`config.mk`:
```
export PLATFORM = sky130hd
export DESIGN_NAME = kth_partial_permutation_unrank
export DESIGN_NICKNAME = d
export VERILOG_FILES = /design/src/hw/rtl/kppu_pkg.sv /design/src/hw/rtl/kppu_ctrl.sv /design/src/hw/rtl/kppu_dp.sv /design/src/hw/rtl/kth_partial_permutation_unrank.sv
export SDC_FILE = /design/constraint.sdc
export NUM_CORES = 2
export LEC_CHECK = 0
export BUFFER_PORTS_ARGS = -buffer_cell sky130_fd_sc_hd__buf_4
export CAP_MARGIN = 20
export CORE_ASPECT_RATIO = 0.7
export CORE_UTILIZATION = 56
export CTS_CLUSTER_DIAMETER = 200
export DETAILED_ROUTE_END_ITERATION = 10
export GPL_ROUTABILITY_DRIVEN = 0
export PLACE_DENSITY = 0.76
export SLEW_MARGIN = 20
export SYNTH_ARGS = -nofsm -noshare
export SYNTH_HDL_FRONTEND = slang
export SYNTH_HIERARCHICAL = 1
export SYNTH_SLANG_ARGS = --single-unit
```
`constraint.sdc`:
```
create_clock -name clk -period 5.05 [get_ports clk]
set_input_delay 0.505 -clock clk [delete_from_list [all_inputs] [get_ports clk]]
set_output_delay 0.505 -clock clk [all_outputs]
set_load 0.1 [all_outputs]
```
`src/hw/rtl/kppu_pkg.sv`:
```
package kppu_pkg;

    localparam int MAX_ELEMENTS = 16;
    localparam int RANK_W       = 45;
    localparam int CNT_W        = 5;
    localparam int IDX_W        = 4;
    localparam int ELEM_W       = 16;
    localparam int QBITS        = 4;
    localparam int BIT_W        = 2;
    localparam int IN_W         = 56;

    // Commands from the controller to the datapath.
    typedef struct packed {
        logic load;      // capture an input item and fill the working copy
        logic mul_step;  // multiply the product by the running factor
        logic d_setup;   // start the divisor product for the current position
        logic div_step;  // one restoring division step
        logic emit;      // rotate the pick to the front and load the output
        logic emit_err;  // load the error item
    } cmd_t;

    // Status from the datapath to the controller.
    typedef struct packed {
        logic bad;       // pick count zero, above set size or set too large
        logic mul_done;  // no factors left in the product
        logic rank_ok;   // rank below the full falling factorial
        logic div_last;  // the current division step is the final one
        logic out_free;  // output register can take an item this cycle
        logic last_pick; // the current position is the final one
    } status_t;

endpackage

```
`src/hw/rtl/kppu_ctrl.sv`:
```
module kppu_ctrl
(
    input  logic              clk,
    input  logic              rst_n,
    input  logic              in_valid,
    output logic              in_ready,
    input  kppu_pkg::status_t status,
    output kppu_pkg::cmd_t    cmd
);
    import kppu_pkg::*;

    localparam logic [2:0] ST_IDLE  = 3'd0;
    localparam logic [2:0] ST_CHK   = 3'd1;
    localparam logic [2:0] ST_PROD  = 3'd2;
    localparam logic [2:0] ST_DSET  = 3'd3;
    localparam logic [2:0] ST_DPROD = 3'd4;
    localparam logic [2:0] ST_DIV   = 3'd5;
    localparam logic [2:0] ST_EMIT  = 3'd6;
    localparam logic [2:0] ST_ERR   = 3'd7;

    logic [2:0] state_reg;
    logic [2:0] state_next;

    // State register.
    always_ff @(posedge clk or negedge rst_n)
    begin
        if (!rst_n)
        begin
            state_reg <= ST_IDLE;
        end
        else
        begin
            state_reg <= state_next;
        end
    end

    // Next state and commands.
    always_comb
    begin
        state_next = state_reg;
        cmd        = '0;
        in_ready   = 1'b0;
        unique case (state_reg)
            ST_IDLE:
            begin
                in_ready = 1'b1;
                if (in_valid)
                begin
                    cmd.load   = 1'b1;
                    state_next = ST_CHK;
                end
            end
            ST_CHK:
            begin
                state_next = status.bad ? ST_ERR : ST_PROD;
            end
            ST_PROD:
            begin
                if (status.mul_done)
                begin
                    state_next = status.rank_ok ? ST_DSET : ST_ERR;
                end
                else
                begin
                    cmd.mul_step = 1'b1;
                end
            end
            ST_DSET:
            begin
                cmd.d_setup = 1'b1;
                state_next  = ST_DPROD;
            end
            ST_DPROD:
            begin
                if (status.mul_done)
                begin
                    state_next = ST_DIV;
                end
                else
                begin
                    cmd.mul_step = 1'b1;
                end
            end
            ST_DIV:
            begin
                cmd.div_step = 1'b1;
                if (status.div_last)
                begin
                    state_next = ST_EMIT;
                end
            end
            ST_EMIT:
            begin
                if (status.out_free)
                begin
                    cmd.emit   = 1'b1;
                    state_next = status.last_pick ? ST_IDLE : ST_DSET;
                end
            end
            ST_ERR:
            begin
                if (status.out_free)
                begin
                    cmd.emit_err = 1'b1;
                    state_next   = ST_IDLE;
                end
            end
            default:
            begin
                state_next = ST_IDLE;
            end
        endcase
    end

endmodule

```
`src/hw/rtl/kppu_dp.sv`:
```
module kppu_dp
(
    input  logic                            clk,
    input  logic                            rst_n,
    input  logic [kppu_pkg::RANK_W-1:0]     in_rank,
    input  logic [kppu_pkg::CNT_W-1:0]      in_set_size,
    input  logic [kppu_pkg::CNT_W-1:0]      in_pick_count,
    input  logic                            cfg_we,
    input  logic [kppu_pkg::ELEM_W-1:0]     cfg_base,
    input  kppu_pkg::cmd_t                  cmd,
    output kppu_pkg::status_t               status,
    output logic                            out_valid,
    input  logic                            out_ready,
    output logic [kppu_pkg::ELEM_W-1:0]     out_element,
    output logic                            out_last,
    output logic                            out_error
);
    import kppu_pkg::*;

    logic [ELEM_W-1:0]       base_reg;
    logic [RANK_W-1:0]       t_reg;
    logic [CNT_W-1:0]        n_reg;
    logic [CNT_W-1:0]        r_reg;
    logic [CNT_W-1:0]        k_reg;
    logic [CNT_W-1:0]        m_reg;
    logic [CNT_W-1:0]        cnt_reg;
    logic [RANK_W-1:0]       p_reg;
    logic [QBITS-1:0]        q_reg;
    logic [BIT_W-1:0]        b_reg;
    logic [ELEM_W-1:0]       ws_reg [MAX_ELEMENTS];
    logic                    out_valid_reg;
    logic [ELEM_W-1:0]       out_elem_reg;
    logic                    out_last_reg;
    logic                    out_err_reg;

    logic [RANK_W+CNT_W-1:0] prod;
    logic [RANK_W+QBITS-1:0] shifted;
    logic                    fits;
    logic [CNT_W-1:0]        pick_idx;
    logic [ELEM_W-1:0]       pick;

    // Shared arithmetic: one narrow multiply and one compare-subtract.
    assign prod     = p_reg * m_reg;
    assign shifted  = {{QBITS{1'b0}}, p_reg} << b_reg;
    assign fits     = {{QBITS{1'b0}}, t_reg} >= shifted;
    assign pick_idx = k_reg + {1'b0, q_reg};
    assign pick     = ws_reg[pick_idx[IDX_W-1:0]];

    assign status.bad       = (r_reg == '0) || (r_reg > n_reg)
                              || (n_reg > CNT_W'(MAX_ELEMENTS));
    assign status.mul_done  = (cnt_reg == '0);
    assign status.rank_ok   = (t_reg < p_reg);
    assign status.div_last  = (b_reg == '0);
    assign status.out_free  = !out_valid_reg || out_ready;
    assign status.last_pick = ((k_reg + CNT_W'(1)) == r_reg);

    assign out_valid   = out_valid_reg;
    assign out_element = out_elem_reg;
    assign out_last    = out_last_reg;
    assign out_error   = out_err_reg;

    // Control registers: base value and output valid.
    always_ff @(posedge clk or negedge rst_n)
    begin
        if (!rst_n)
        begin
            base_reg      <= '0;
            out_valid_reg <= 1'b0;
        end
        else
        begin
            if (cfg_we)
            begin
                base_reg <= cfg_base;
            end
            if (cmd.emit || cmd.emit_err)
            begin
                out_valid_reg <= 1'b1;
            end
            else if (out_ready)
            begin
                out_valid_reg <= 1'b0;
            end
        end
    end

    // Working registers of the unranking loop.
    always_ff @(posedge clk)
    begin
        if (cmd.load)
        begin
            t_reg   <= in_rank;
            n_reg   <= in_set_size;
            r_reg   <= in_pick_count;
            k_reg   <= '0;
            m_reg   <= in_set_size;
            cnt_reg <= in_pick_count;
            p_reg   <= RANK_W'(1);
            for (int j = 0; j < MAX_ELEMENTS; j++)
            begin
                ws_reg[j] <= base_reg + ELEM_W'(j);
            end
        end
        if (cmd.mul_step)
        begin
            p_reg   <= prod[RANK_W-1:0];
            m_reg   <= m_reg - CNT_W'(1);
            cnt_reg <= cnt_reg - CNT_W'(1);
        end
        if (cmd.d_setup)
        begin
            p_reg   <= RANK_W'(1);
            m_reg   <= n_reg - k_reg - CNT_W'(1);
            cnt_reg <= r_reg - k_reg - CNT_W'(1);
            q_reg   <= '0;
            b_reg   <= BIT_W'(QBITS - 1);
        end
        if (cmd.div_step)
        begin
            if (fits)
            begin
                t_reg        <= t_reg - shifted[RANK_W-1:0];
                q_reg[b_reg] <= 1'b1;
            end
            b_reg <= b_reg - BIT_W'(1);
        end
        // Rotate the pick to the front of the unused part.
        if (cmd.emit)
        begin
            for (int j = 0; j < MAX_ELEMENTS; j++)
            begin
                if (CNT_W'(j) == k_reg)
                begin
                    ws_reg[j] <= pick;
                end
                else if ((CNT_W'(j) > k_reg) && (CNT_W'(j) <= pick_idx) && (j > 0))
                begin
                    ws_reg[j] <= ws_reg[(j > 0) ? j - 1 : 0];
                end
            end
            k_reg        <= k_reg + CNT_W'(1);
            out_elem_reg <= pick;
            out_last_reg <= status.last_pick;
            out_err_reg  <= 1'b0;
        end
        if (cmd.emit_err)
        begin
            out_elem_reg <= '0;
            out_last_reg <= 1'b1;
            out_err_reg  <= 1'b1;
        end
    end

endmodule

```
`src/hw/rtl/kth_partial_permutation_unrank.sv`:
```
// Partial permutation unranking.
// An input item on the s_axis channel carries a rank t, a set size n and a
// pick count r. The block returns the t-th r-permutation, in lexicographic
// order, of base_value, base_value+1, ..., base_value+n-1, one element per
// output item on the m_axis channel; tlast marks the r-th element.
// A request with r zero, r above n, n above 16 or t not below P(n,r) gives
// a single output item with element zero, tlast high and tuser (error) high.
// base_value is written through the cfg channel, which is always ready, and
// should only be changed while the block is idle.
// Items are handled one at a time. An item is accepted, checked and its rank
// compared with P(n,r); then for each pick there is a set-up step, the divisor
// product, four restoring division steps and one rotate step, and only after
// the last pick can the next item be accepted. The shared multiplier and the
// four-step divider set how long an item takes.
// The result register lets the next pick be prepared while an element waits;
// a stalled receiver simply holds the block in its emit step.
// Reset clears the state machine, the output valid and base_value to zero.
module kth_partial_permutation_unrank
(
    input  logic        clk,
    input  logic        rst_n,
    input  logic        s_axis_tvalid,
    output logic        s_axis_tready,
    input  logic [55:0] s_axis_tdata,  // rank [44:0], set_size [49:45], pick_count [54:50]
    output logic        m_axis_tvalid,
    input  logic        m_axis_tready,
    output logic [15:0] m_axis_tdata,  // element [15:0]
    output logic        m_axis_tlast,
    output logic [0:0]  m_axis_tuser,  // error [0]
    input  logic        cfg_valid,
    output logic        cfg_ready,
    input  logic [15:0] cfg_data       // base_value [15:0]
);
    import kppu_pkg::*;

    cmd_t    cmd;
    status_t status;
    logic    err;

    assign cfg_ready       = 1'b1;
    assign m_axis_tuser[0] = err;

    kppu_ctrl u_ctrl
    (
        .clk      (clk),
        .rst_n    (rst_n),
        .in_valid (s_axis_tvalid),
        .in_ready (s_axis_tready),
        .status   (status),
        .cmd      (cmd)
    );

    kppu_dp u_dp
    (
        .clk           (clk),
        .rst_n         (rst_n),
        .in_rank       (s_axis_tdata[44:0]),
        .in_set_size   (s_axis_tdata[49:45]),
        .in_pick_count (s_axis_tdata[54:50]),
        .cfg_we        (cfg_valid),
        .cfg_base      (cfg_data),
        .cmd           (cmd),
        .status        (status),
        .out_valid     (m_axis_tvalid),
        .out_ready     (m_axis_tready),
        .out_element   (m_axis_tdata),
        .out_last      (m_axis_tlast),
        .out_error     (err)
    );

endmodule

```
==> summary.md <==
| Metric | Value |
|---|---|
| Root Buffer | clkbuf_16 |
| Core area | 63300 um^2 |
| Slew HR | 0.237 |
| FF+latch count, synth | 415 |
| Core Util, Final | 0.636 |
| Die height | 214 um |
| Worst IR Drop VDD | 0.000512 V |
| Fraction of layout cells with a size suffix above 1 | 0.157 |
| First-pass GRT wire length | 173000 um |
| DRC | 0 |
| Clock skew | 43.3 ps |
| Crit start category | flip-flop |
| CP Class | flip-flop to flip-flop |
| Wire per inst | 23.5 um |
| Most frequent cells in the layout | nor2_1, nand2_1, inv_1 |
| Fin worst setup slack | 59.9 ps |
| Total Neg Setup Slack | 0 ps |
| Die W | 305 um |
| Fin crit share | 0.988 |
| Total GRT Usage | 0.343 |
| Synth Warn # | 6 |
| Clock sink count | 415 |
| Post-Syn Instances | 3883 |
| Status | complete, no violations |
| Total wire length | 113000 um |
| DR pass1 iterations | 7 |
| Pins Over Slew Limit | 0 |
| I/O pins | 98 |
| RSZ-0062 raised after global routing | yes |
| Cell area after layout | 40200 um^2 |
| Achievable Freq | 0.200 GHz |
| Layout Cells excl Fill | 4818 |
| CTS tree | yes |
| Area grow syn2layout | 12.0% |
| FF/Latch Area | 11200 um^2 |
| Total CTS buffers | 45 |
| Via count | 31300 |
| Detailed Route Iter0 Violations | 4278 |
| Flip-flop count of the largest register after layout | 256 |
| Main flop type after synthesis | edfxtp_1 |
| Post-layout min period | 4990 ps |
| Max FO, Critical Path | 16 |
| Number of core rows | 77 |
| Syn avg cell area | 9.25 um^2 |
| Asr flop ratio synth | 0.0482 |
| Worst path arrival time | 5420 ps |
| Mapped Nets | 4263 |
| Fin nets | 4331 |
| Initial Util | 0.567 |
| Post-synth EDFFs | 283 |
| Register area share after synthesis | 0.313 |
| Synth cell types | 84 |
| Flop2flop setup slack | 60 ps |
| Worst-skew pair later-pin latency | 620 ps |
| H-Tree Depth | 2 |
| Leak | 0.0157 uW |
| Fillers | 5064 |
| Vias in the first global route | 29700 |
| Setup Viol. Count Final | 0 |
| Worst slew pin tran | 1140 ps |
| WP data required | 5480 ps |
| CTS max path bufs | 3 |
| Antenna-violating nets left | 0 |
| Most common cell after layout, fill and taps aside | nor2_1 |
| Multi-input gate area | 23000 um^2 |
| Die area | 65200 um^2 |
| Max-Cap Viols | 0 |
| PD cells | 728 nW/um^2 |
| Detailed placement HPWL | 81400 um |
| Initial antenna violation count | 5 |
| Pre-CTS setup slack | -124 ps |
| Final Hold Viols | 0 |
| Port bufs | 95 |
| Dpl cells | 4720 |
| CP endpoint kind | flip-flop |
| Cell Area, Placed | 38100 um^2 |
| DR vias/cell | 6.50 |
| Mapped Area | 35900 um^2 |
| Clk slew on worst S/H paths | 70 ps |
| GRT overflow | 0 |
| Worst hold path type | input pin to flip-flop |
| Largest net degree at the start of global routing | 63 |
## worst paths after layout
check,start,cells past startpoint,endpoint
worst max-delay path,u_dp/m_reg[2],20,u_dp/p_reg[39]
worst min-delay path,s_axis_tdata[50],1,u_dp/r_reg[0]
worst max register to register,u_dp/m_reg[2],20,u_dp/p_reg[39]
worst min register to register,u_dp/q_reg[2],2,u_dp/q_reg[2]
max in group asynchronous,rst_n,2,u_dp/base_reg[8]
min in group asynchronous,rst_n,2,u_ctrl/state_reg[2]
## kinds of logic (layout without fill, tap and decap cells)
| group | after synthesis | after routing | share of synthesized area |
|---|---|---|---|
| AOI/OAI and AO/OA | 902 | 902 | 0.154 |
| xor gates and xnor gates | 297 | 297 | 0.0726 |
| adders and majority gates | 303 | 303 | 0.132 |
| buffers and inverters | 569 | 674 | 0.0632 |
| DFF | 415 | 415 | 0.313 |
| muxes | 326 | 326 | 0.128 |
| other | 1 | 2 | 0.000104 |
| and+or+nand+nor | 1070 | 1070 | 0.137 |
## worst max-delay path: stages, from the launching register on
cell and delay (ps):
edfxtp_1 520, buf_12 210, buf_6 160, and2_1 180, fa_1 480, fa_1 540
inv_1 50, fa_1 530, inv_1 50, ha_1 300, buf_4 160, a21o_1 160
a21oi_2 160, o21bai_1 100, a221oi_2 250, o21ai_2 120, buf_6 150, a311oi_4 240
buf_4 190, xnor2_1 140, o22ai_1 100
## layout make-up
cell class	instances	area share
antenna	1	0.0000622
clock buffer	67	0.0313
clock inverter	17	0.00516
inverter	309	0.0288
multi-input combinational	2899	0.573
sequential	415	0.279
tap	829	0.0258
timing repair buffer	281	0.0569
## stage by stage
step | total power, uW | hold slack, ps
5_1_grt | 31200 | 74.6
3_3_place_gp | 24100 | 454
3_5_place_dp | 24600 | 455
4_1_cts | 28100 | 62.2
2_1_floorplan | 19200 | 209
6_report | 29300 | 75.0
## cells in the mapped netlist, types with 8 or more instances
cell      number  share of area
nor2_1       343          0.036
nand2_1      340          0.036
inv_1        306          0.032
edfxtp_1     283           0.24
a21oi_1      280          0.039
o21ai_0      246          0.034
ha_1         177          0.062
mux2i_1      168          0.047
clkbuf_1     167          0.017
xnor2_1      163          0.040
xor2_1       133          0.032
and2_1       130          0.023
fa_1         126          0.070
dfxtp_1      112          0.062
mux4_2       101          0.063
a21o_1        77          0.016
a22oi_1       76          0.016
mux2_2        56          0.018
nor2b_1       45         0.0078
buf_2         44         0.0061
nand3_1       44         0.0061
nor3_1        42         0.0059
a211oi_1      39         0.0082
o22ai_1       39         0.0068
buf_1         32         0.0033
a31oi_1       31         0.0054
nand2b_1      27         0.0047
nand4_1       22         0.0038
dfrtp_1       20          0.014
o21bai_1      19         0.0040
and3_1        16         0.0028
buf_4         13         0.0027
or3_1         13         0.0023
o21a_1        12         0.0025
or2_2         10         0.0017
a221oi_1       8         0.0020
## layer usage
layer | up-vias | wire length [um] | GRT usage
li1 | 13800 | - | -
met4 | 8 | 3560 | 0.103
met2 | 2241 | 46700 | 0.497
met3 | 311 | 16200 | 0.0933
met5 | - | 57 | 0
met1 | 15000 | 46800 | 0.499
## where the power goes
part | internal (uW) | leakage (uW) | switching (uW)
clock network | 1940 | 0.000709 | 1510
logic | 7730 | 0.0113 | 11900
registers | 5300 | 0.00376 | 952
total | 15000 | 0.0157 | 14300
## repair_timing
action                                  4_1_cts  5_1_grt
hold buffers                                  1        0
endpoints found under the setup margin       10       18
resized for setup                             6       94
pin swaps                                     0       56
endpoints found under the hold margin        20        0
buffers inserted                              0       11
cloned                                        0        2
(Power assumes the default switching activity.)
